===== src/design/hrhp_pkg.sv =====
// ----------------------------------------------------------------------------
// hrhp_pkg
// Shared types, codes and helpers for the HTTP request head parser.
// ----------------------------------------------------------------------------
package hrhp_pkg;

    localparam int MAX_HEADERS_DEF = 32;
    localparam int COUNT_W         = 6;
    localparam int INDEX_W         = 5;

    localparam logic [7:0] CH_SP    = 8'h20;
    localparam logic [7:0] CH_TAB   = 8'h09;
    localparam logic [7:0] CH_CR    = 8'h0D;
    localparam logic [7:0] CH_LF    = 8'h0A;
    localparam logic [7:0] CH_VT    = 8'h0B;
    localparam logic [7:0] CH_FF    = 8'h0C;
    localparam logic [7:0] CH_COLON = 8'h3A;

    typedef enum logic [2:0] {
        CL_METHOD  = 3'd0,
        CL_URL     = 3'd1,
        CL_VERSION = 3'd2,
        CL_NAME    = 3'd3,
        CL_VALUE   = 3'd4,
        CL_PAYLOAD = 3'd5,
        CL_DELIM   = 3'd6
    } class_t;

    typedef enum logic [12:0] {
        PH_METHOD   = 13'b0000000000001,
        PH_URL      = 13'b0000000000010,
        PH_VERSION  = 13'b0000000000100,
        PH_VER_LF   = 13'b0000000001000,
        PH_LINE     = 13'b0000000010000,
        PH_NAME     = 13'b0000000100000,
        PH_COLON_SP = 13'b0000001000000,
        PH_SPACES   = 13'b0000010000000,
        PH_VALUE    = 13'b0000100000000,
        PH_VAL_LF   = 13'b0001000000000,
        PH_END_LF   = 13'b0010000000000,
        PH_PAYLOAD  = 13'b0100000000000,
        PH_ERROR    = 13'b1000000000000
    } phase_t;

    typedef struct packed {
        logic [7:0] byte_in;
        logic       last;
    } req_t;

    typedef struct packed {
        class_t               cls;
        logic [INDEX_W-1:0]   idx;
        logic                 err;
        logic                 done;
        logic                 acc;
    } res_t;

    function automatic logic is_ws(input logic [7:0] c);
        return (c == CH_SP) || (c == CH_TAB) || (c == CH_CR) || (c == CH_LF) ||
               (c == CH_VT) || (c == CH_FF);
    endfunction

endpackage


===== src/design/http_request_head_parser_top.sv =====
// ----------------------------------------------------------------------------
// http_request_head_parser_top
// Result path: an accepted byte is held in the input register, classified, then registered in the result register.
// Throughput: one byte per cycle while the result channel is not stalled.
// Input and result registers decouple the two channels.
// Reset: parser returns to method phase, header count and error flag clear.
// ----------------------------------------------------------------------------
module http_request_head_parser_top #(
    parameter int MAX_HEADERS_P = hrhp_pkg::MAX_HEADERS_DEF
) (
    input  logic       clk,
    input  logic       rst_n,
    input  logic       req_valid,
    output logic       req_stall,
    input  logic [7:0] byte_in,
    input  logic       last,
    output logic       res_valid,
    input  logic       res_stall,
    output logic [2:0] byte_class,
    output logic [4:0] header_index,
    output logic       error_seen,
    output logic       done_res,
    output logic       accepted
);

    hrhp_pkg::req_t req_data;
    hrhp_pkg::req_t held_data;
    hrhp_pkg::res_t res_comb;
    hrhp_pkg::res_t res_out;
    logic           held_valid;
    logic           advance;
    logic           advance_ok;

    assign req_data.byte_in = byte_in;
    assign req_data.last    = last;

    hrhp_in_stage u_in (
        .clk        (clk),
        .rst_n      (rst_n),
        .req_valid  (req_valid),
        .req_stall  (req_stall),
        .req_data   (req_data),
        .advance_ok (advance_ok),
        .held_valid (held_valid),
        .held_data  (held_data),
        .advance    (advance)
    );

    hrhp_classify #(
        .HDR_LIMIT (MAX_HEADERS_P)
    ) u_cls (
        .clk     (clk),
        .rst_n   (rst_n),
        .advance (advance && held_valid),
        .req     (held_data),
        .res     (res_comb)
    );

    hrhp_out_stage u_out (
        .clk        (clk),
        .rst_n      (rst_n),
        .advance    (advance),
        .res_in     (res_comb),
        .res_stall  (res_stall),
        .res_valid  (res_valid),
        .res_out    (res_out),
        .advance_ok (advance_ok)
    );

    assign byte_class   = res_out.cls;
    assign header_index = res_out.idx;
    assign error_seen   = res_out.err;
    assign done_res     = res_out.done;
    assign accepted     = res_out.acc;

endmodule


===== src/design/hrhp_in_stage.sv =====
// ----------------------------------------------------------------------------
// hrhp_in_stage
// Input register: holds one request byte until the classifier takes it.
// ----------------------------------------------------------------------------
module hrhp_in_stage (
    input  logic          clk,
    input  logic          rst_n,
    input  logic          req_valid,
    output logic          req_stall,
    input  hrhp_pkg::req_t req_data,
    input  logic          advance_ok,
    output logic          held_valid,
    output hrhp_pkg::req_t held_data,
    output logic          advance
);

    logic           valid_reg;
    hrhp_pkg::req_t data_reg;
    logic           load;

    assign advance    = valid_reg && advance_ok;
    assign req_stall  = valid_reg && !advance_ok;
    assign load       = req_valid && !req_stall;
    assign held_valid = valid_reg;
    assign held_data  = data_reg;

    always_ff @(posedge clk or negedge rst_n)
    begin
        if (!rst_n)
        begin
            valid_reg <= 1'b0;
        end
        else if (load)
        begin
            valid_reg <= 1'b1;
        end
        else if (advance)
        begin
            valid_reg <= 1'b0;
        end
    end

    always_ff @(posedge clk)
    begin
        if (load)
        begin
            data_reg <= req_data;
        end
    end

endmodule


===== src/design/hrhp_classify.sv =====
// ----------------------------------------------------------------------------
// hrhp_classify
// Per-byte syntax state machine: classifies the byte and gives the verdict.
// ----------------------------------------------------------------------------
module hrhp_classify #(
    parameter int HDR_LIMIT = hrhp_pkg::MAX_HEADERS_DEF
) (
    input  logic           clk,
    input  logic           rst_n,
    input  logic           advance,
    input  hrhp_pkg::req_t req,
    output hrhp_pkg::res_t res
);

    hrhp_pkg::phase_t                  phase_reg;
    hrhp_pkg::phase_t                  phase_next;
    logic [hrhp_pkg::COUNT_W-1:0]      count_reg;
    logic [hrhp_pkg::COUNT_W-1:0]      count_next;
    logic                              error_reg;
    logic                              bad;
    logic                              payload_byte;
    logic                              err_now;
    hrhp_pkg::class_t                  cls;
    logic [hrhp_pkg::INDEX_W-1:0]      idx;
    logic [hrhp_pkg::INDEX_W-1:0]      cur_idx;
    logic                              full;
    logic [7:0]                        c;

    assign c       = req.byte_in;
    assign cur_idx = count_reg[hrhp_pkg::INDEX_W-1:0];
    assign full    = (count_reg >= hrhp_pkg::COUNT_W'(HDR_LIMIT));

    always_comb
    begin
        phase_next   = phase_reg;
        count_next   = count_reg;
        bad          = 1'b0;
        payload_byte = 1'b0;
        cls          = hrhp_pkg::CL_DELIM;
        idx          = '0;
        unique case (phase_reg)
            hrhp_pkg::PH_METHOD, hrhp_pkg::PH_URL:
            begin
                if (c == hrhp_pkg::CH_SP)
                begin
                    phase_next = (phase_reg == hrhp_pkg::PH_METHOD) ? hrhp_pkg::PH_URL
                                                                    : hrhp_pkg::PH_VERSION;
                end
                else if (hrhp_pkg::is_ws(c))
                begin
                    bad = 1'b1;
                end
                else
                begin
                    cls = (phase_reg == hrhp_pkg::PH_METHOD) ? hrhp_pkg::CL_METHOD
                                                             : hrhp_pkg::CL_URL;
                end
            end
            hrhp_pkg::PH_VERSION:
            begin
                if (c == hrhp_pkg::CH_CR)
                begin
                    phase_next = hrhp_pkg::PH_VER_LF;
                end
                else
                begin
                    cls = hrhp_pkg::CL_VERSION;
                end
            end
            hrhp_pkg::PH_VER_LF:
            begin
                if (c == hrhp_pkg::CH_LF)
                begin
                    phase_next = hrhp_pkg::PH_LINE;
                end
                else
                begin
                    bad = 1'b1;
                end
            end
            hrhp_pkg::PH_LINE:
            begin
                if (c == hrhp_pkg::CH_CR)
                begin
                    phase_next = hrhp_pkg::PH_END_LF;
                end
                else if (c == hrhp_pkg::CH_LF || full)
                begin
                    bad = 1'b1;
                end
                else if (c == hrhp_pkg::CH_COLON)
                begin
                    idx        = cur_idx;
                    phase_next = hrhp_pkg::PH_COLON_SP;
                end
                else
                begin
                    idx        = cur_idx;
                    cls        = hrhp_pkg::CL_NAME;
                    phase_next = hrhp_pkg::PH_NAME;
                end
            end
            hrhp_pkg::PH_NAME:
            begin
                if (c == hrhp_pkg::CH_COLON)
                begin
                    idx        = cur_idx;
                    phase_next = hrhp_pkg::PH_COLON_SP;
                end
                else if (c == hrhp_pkg::CH_CR || c == hrhp_pkg::CH_LF)
                begin
                    bad = 1'b1;
                end
                else
                begin
                    idx = cur_idx;
                    cls = hrhp_pkg::CL_NAME;
                end
            end
            hrhp_pkg::PH_COLON_SP:
            begin
                if (c == hrhp_pkg::CH_SP)
                begin
                    idx        = cur_idx;
                    phase_next = hrhp_pkg::PH_SPACES;
                end
                else
                begin
                    bad = 1'b1;
                end
            end
            hrhp_pkg::PH_SPACES:
            begin
                if (c == hrhp_pkg::CH_SP)
                begin
                    idx = cur_idx;
                end
                else if (c == hrhp_pkg::CH_CR || c == hrhp_pkg::CH_LF)
                begin
                    bad = 1'b1;
                end
                else
                begin
                    idx        = cur_idx;
                    cls        = hrhp_pkg::CL_VALUE;
                    phase_next = hrhp_pkg::PH_VALUE;
                end
            end
            hrhp_pkg::PH_VALUE:
            begin
                idx = cur_idx;
                if (c == hrhp_pkg::CH_CR)
                begin
                    phase_next = hrhp_pkg::PH_VAL_LF;
                end
                else
                begin
                    cls = hrhp_pkg::CL_VALUE;
                end
            end
            hrhp_pkg::PH_VAL_LF:
            begin
                if (c == hrhp_pkg::CH_LF)
                begin
                    idx        = cur_idx;
                    count_next = count_reg + 1'b1;
                    phase_next = hrhp_pkg::PH_LINE;
                end
                else
                begin
                    bad = 1'b1;
                end
            end
            hrhp_pkg::PH_END_LF:
            begin
                if (c == hrhp_pkg::CH_LF)
                begin
                    phase_next = hrhp_pkg::PH_PAYLOAD;
                end
                else
                begin
                    bad = 1'b1;
                end
            end
            hrhp_pkg::PH_PAYLOAD:
            begin
                cls          = hrhp_pkg::CL_PAYLOAD;
                payload_byte = 1'b1;
            end
            default:
            begin
                bad = 1'b1;
            end
        endcase
        if (bad)
        begin
            phase_next = hrhp_pkg::PH_ERROR;
            cls        = hrhp_pkg::CL_DELIM;
            idx        = '0;
        end
    end

    assign err_now  = error_reg || bad;
    assign res.cls  = cls;
    assign res.idx  = idx;
    assign res.err  = err_now;
    assign res.done = req.last;
    assign res.acc  = req.last && !err_now && payload_byte;

    // last byte re-arms for the next request
    always_ff @(posedge clk or negedge rst_n)
    begin
        if (!rst_n)
        begin
            phase_reg <= hrhp_pkg::PH_METHOD;
            count_reg <= '0;
            error_reg <= 1'b0;
        end
        else if (advance)
        begin
            if (req.last)
            begin
                phase_reg <= hrhp_pkg::PH_METHOD;
                count_reg <= '0;
                error_reg <= 1'b0;
            end
            else
            begin
                phase_reg <= phase_next;
                count_reg <= count_next;
                error_reg <= err_now;
            end
        end
    end

endmodule


===== src/design/hrhp_out_stage.sv =====
// ----------------------------------------------------------------------------
// hrhp_out_stage
// Result register: holds one classified byte until downstream takes it.
// ----------------------------------------------------------------------------
module hrhp_out_stage (
    input  logic           clk,
    input  logic           rst_n,
    input  logic           advance,
    input  hrhp_pkg::res_t res_in,
    input  logic           res_stall,
    output logic           res_valid,
    output hrhp_pkg::res_t res_out,
    output logic           advance_ok
);

    logic           valid_reg;
    hrhp_pkg::res_t data_reg;

    assign advance_ok = !valid_reg || !res_stall;
    assign res_valid  = valid_reg;
    assign res_out    = data_reg;

    always_ff @(posedge clk or negedge rst_n)
    begin
        if (!rst_n)
        begin
            valid_reg <= 1'b0;
        end
        else if (advance)
        begin
            valid_reg <= 1'b1;
        end
        else if (!res_stall)
        begin
            valid_reg <= 1'b0;
        end
    end

    always_ff @(posedge clk)
    begin
        if (advance)
        begin
            data_reg <= res_in;
        end
    end

endmodule


===== config.mk =====
export PLATFORM = sky130hd
export DESIGN_NAME = http_request_head_parser_top
export DESIGN_NICKNAME = d
export VERILOG_FILES = /design/src/design/hrhp_pkg.sv /design/src/design/http_request_head_parser_top.sv /design/src/design/hrhp_in_stage.sv /design/src/design/hrhp_classify.sv /design/src/design/hrhp_out_stage.sv
export SDC_FILE = /design/constraint.sdc
export NUM_CORES = 1
export LEC_CHECK = 0
export BUFFER_PORTS_ARGS = -buffer_cell sky130_fd_sc_hd__buf_4
export CORE_ASPECT_RATIO = 0.7
export CORE_UTILIZATION = 58
export DETAILED_ROUTE_END_ITERATION = 8
export HOLD_SLACK_MARGIN = 0.03
export PLACE_DENSITY = 0.86
export SETUP_SLACK_MARGIN = 0.05
export SYNTH_ARGS = -nofsm -noshare
export SYNTH_HDL_FRONTEND = slang
export SYNTH_HIERARCHICAL = 1
export SYNTH_SLANG_ARGS = --single-unit

===== constraint.sdc =====
create_clock -name clk -period 3.9 [get_ports clk]
set_input_delay 0.78 -clock clk [delete_from_list [all_inputs] [get_ports clk]]
set_output_delay 0.78 -clock clk [all_outputs]
set_load 0.01 [all_outputs]

==> impl_results.md <==
* Slew Viols, Final at 0
* Core area at 3970 µm²
* Mapped Nets at 254
* CP Launch Type: flip-flop
* Clock Sinks at 42
* Pwr dens at 547 nW/µm²
* Worst r2r src: u_cls/phase_reg[1]
* DP Area at 2620 µm²
* Status: finished, final reports clean
* Post-DRT Antenna Nets at 0
* Max-cap violations at 0
* Synthesized area per cell at 10.2 µm²
* Hold Violations, Final at 0
* Per-cell routed wire length at 18.5 µm
* DP Wirelength at 4220 µm
* TritonCTS clock tree: built
* Mapped Area at 2440 µm²
* R2R cell count at 7
* R2R Setup Slk at 0.69 ns
* Leak at 1.12 nW
* Clock root buffer: clkbuf_8
* Setup CP Type: reg -> reg
* Post-CTS Hold Buffers at 0
* GRT Residual Overflow at 0
* Arr. time, crit path at 3.25 ns
* Placer Congestion at 1.05
* Setup violators final at 0
* Vias/cell at 6.59
* Largest register FFs at 13
* Post-synth cell types at 61
* Post-synth top area cell: edfxtp_1
* Initial DRC Count at 398
* Later-pin clock latency in the skew report at 0.30 ns
* Register area share after synthesis at 47.2%
* Largest net degree at the start of global routing at 23
* HP Class: in -> async
* Total clock buffers created by CTS at 5
* Cell area after layout at 2770 µm²
* Final nets at 274
* Synth Instances at 239
* Synth top area share at 24.6%
* Post-CTS Setup Bufs at 0
* Die Area at 4470 µm²
* First-pass GRT wire length at 9340 µm
* H-tree depth at 2
* Fill count at 298
* Multi-input gate area at 1150 µm²
* FF-to-FF End: u_out/res_out[10]
* Final TNS setup at 0 ns
* Peak Freq at 0.311 GHz
* Worst IR Drop VDD at 0.000325 V
* # rows at 19
* Crit share post-route at 82.4%
* Vias in the first global route at 1787
* Layout cell share with drive strength beyond 1 at 20.8%
* Most common cell in the netlist: dfrtp_1
* Drt first pass iters at 5
* Routed via count at 2057
* Worst-path maximum fanout at 9
* DIE WIDTH at 79.5 µm
* Total global-route track usage at 28.5%
* Area contributors post-synth: edfxtp_1 25%, dfrtp_1 22%, nor2_1 3.1%, nor3_1 2.3%, nor4b_1 2.2%
* Synth Register Bits at 42
* Number of antenna violations at the first check in global routing at 0
* Io pins at 26
* Post-cts sizing count at 0
* Final Power at 1.51 mW
* Warnings, synthesis at 6
* Setup crit end kind: flip-flop
* Seq. cell area at 1150 µm²
* Slew HR at 52.7%
* CTS clock-pin slew for the worst setup and hold paths at 0.08 ns
* Die height at 56.3 µm
* RSZ-0062 raised after global routing: false
* Number of port buffers at 25
* Min Tclk post-route at 3.21 ns
* Most common library cells after synthesis: 21 x dfrtp_1, 20 x edfxtp_1, 20 x nor2_1, 13 x nand2_1, 11 x nor3_1
* Skew final at 0.00839 ns
* Diodes inserted at 0
* Residual DRC at 0
* Async set-reset flop share out of synthesis at 52.4%
* Routed WL at 5780 µm
* Post-synth EDFFs at 20
* Clock Tree Buf Depth at 2
* Synthesis-to-finish area growth at 13.4%
* Initial Util at 61.5%
* Tightest Pin Transition at 0.699 ns
* Ys flop type: dfrtp_1
* WP data required at 3.94 ns
==> critical path, stage by stage (launching register included) <==
cell and delay (ns):
dfrtp_1 0.49, or4_1 0.54, nor3_1 0.13, nor4b_1 0.52, nor4_1 0.13, or4_4 0.54
a21oi_2 0.15, or4b_1 0.44
==> layout by cell type (no fill, tap or decap), drive strengths merged, types with 5 or more instances in the layout <==
| master | n |
|---|---|
| edfxtp | 20 |
| nor4 | 9 |
| buf | 28 |
| inv | 10 |
| clkbuf | 6 |
| nor3 | 12 |
| and2 | 9 |
| dfrtp | 21 |
| o21ai | 6 |
| or3 | 6 |
| nand2 | 13 |
| or4 | 7 |
| a21oi | 5 |
| nor4b | 6 |
| nand3 | 9 |
| nor2 | 21 |
| nand4 | 7 |
| xor2 | 6 |
| o22ai | 5 |
==> per-layer routing <==
| layer | share of wire, % | track usage [%] | vias to the layer above | wire length [µm] |
|---|---|---|---|---|
| li1 | - | - | 945 | - |
| met1 | 45 | 42.3 | 949 | 2590 |
| met2 | 43 | 40.4 | 149 | 2470 |
| met3 | 11 | 7.48 | 14 | 623 |
| met4 | 1.6 | 9.61 | 0 | 90 |
| met5 | 0 | 0 | - | 0 |
==> how the worst max path moves through the flow <==
stage	slack (ns)	startpoint	cells past startpoint	endpoint
after detailed placement	0.78	u_cls/phase_reg[4]	6	u_out/res_out[10]
final	0.69	u_cls/phase_reg[1]	7	u_out/res_out[10]
after CTS	0.75	u_cls/phase_reg[1]	7	u_out/res_out[10]
after floorplan	1.03	u_in/held_data[8]	7	u_out/res_out[10]
after global routing	0.64	u_cls/phase_reg[1]	7	u_out/res_out[10]
after global placement	0.74	u_cls/phase_reg[1]	7	u_out/res_out[10]
==> logic make-up after synthesis <==
kind of cell | synth area share (%)
buffers and inverters | 5.44
xor gates and xnor gates | 3.23
DFF | 47.2
AOI/OAI and AO/OA | 13.1
adders and majority gates | 1.03
and+or+nand+nor | 30.0
==> layout make-up <==
| cell class | count | area share [%] |
|---|---|---|
| sequential | 42 | 41.7 |
| timing repair buffer | 28 | 7.60 |
| clock buffer | 6 | 2.99 |
| inverter | 11 | 1.49 |
| clock inverter | 2 | 2.17 |
| tap | 52 | 2.35 |
| multi-input combinational | 171 | 41.7 |
==> per-stage QoR <==
stage / hold WS (ns) / worst slack, ns / std cells / utilization [%]
2_1_floorplan: 0.455 / 1.03 / 239 / -
6_report: 0.371 / 0.688 / 312 / 69.7
3_5_place_dp: 0.478 / 0.783 / 304 / 66.1
4_1_cts: 0.374 / 0.755 / 312 / 69.7
3_3_place_gp: 0.478 / 0.738 / 304 / 66.1
5_1_grt: 0.376 / 0.642 / 312 / 69.7
==> power breakdown <==
part	switching (mW)	total, mW	internal, mW
clock network	0.146	0.419	0.273
registers	0.0679	0.599	0.531
logic	0.289	0.494	0.205
total	0.503	1.51	1.01
(Power assumes the default switching activity.)
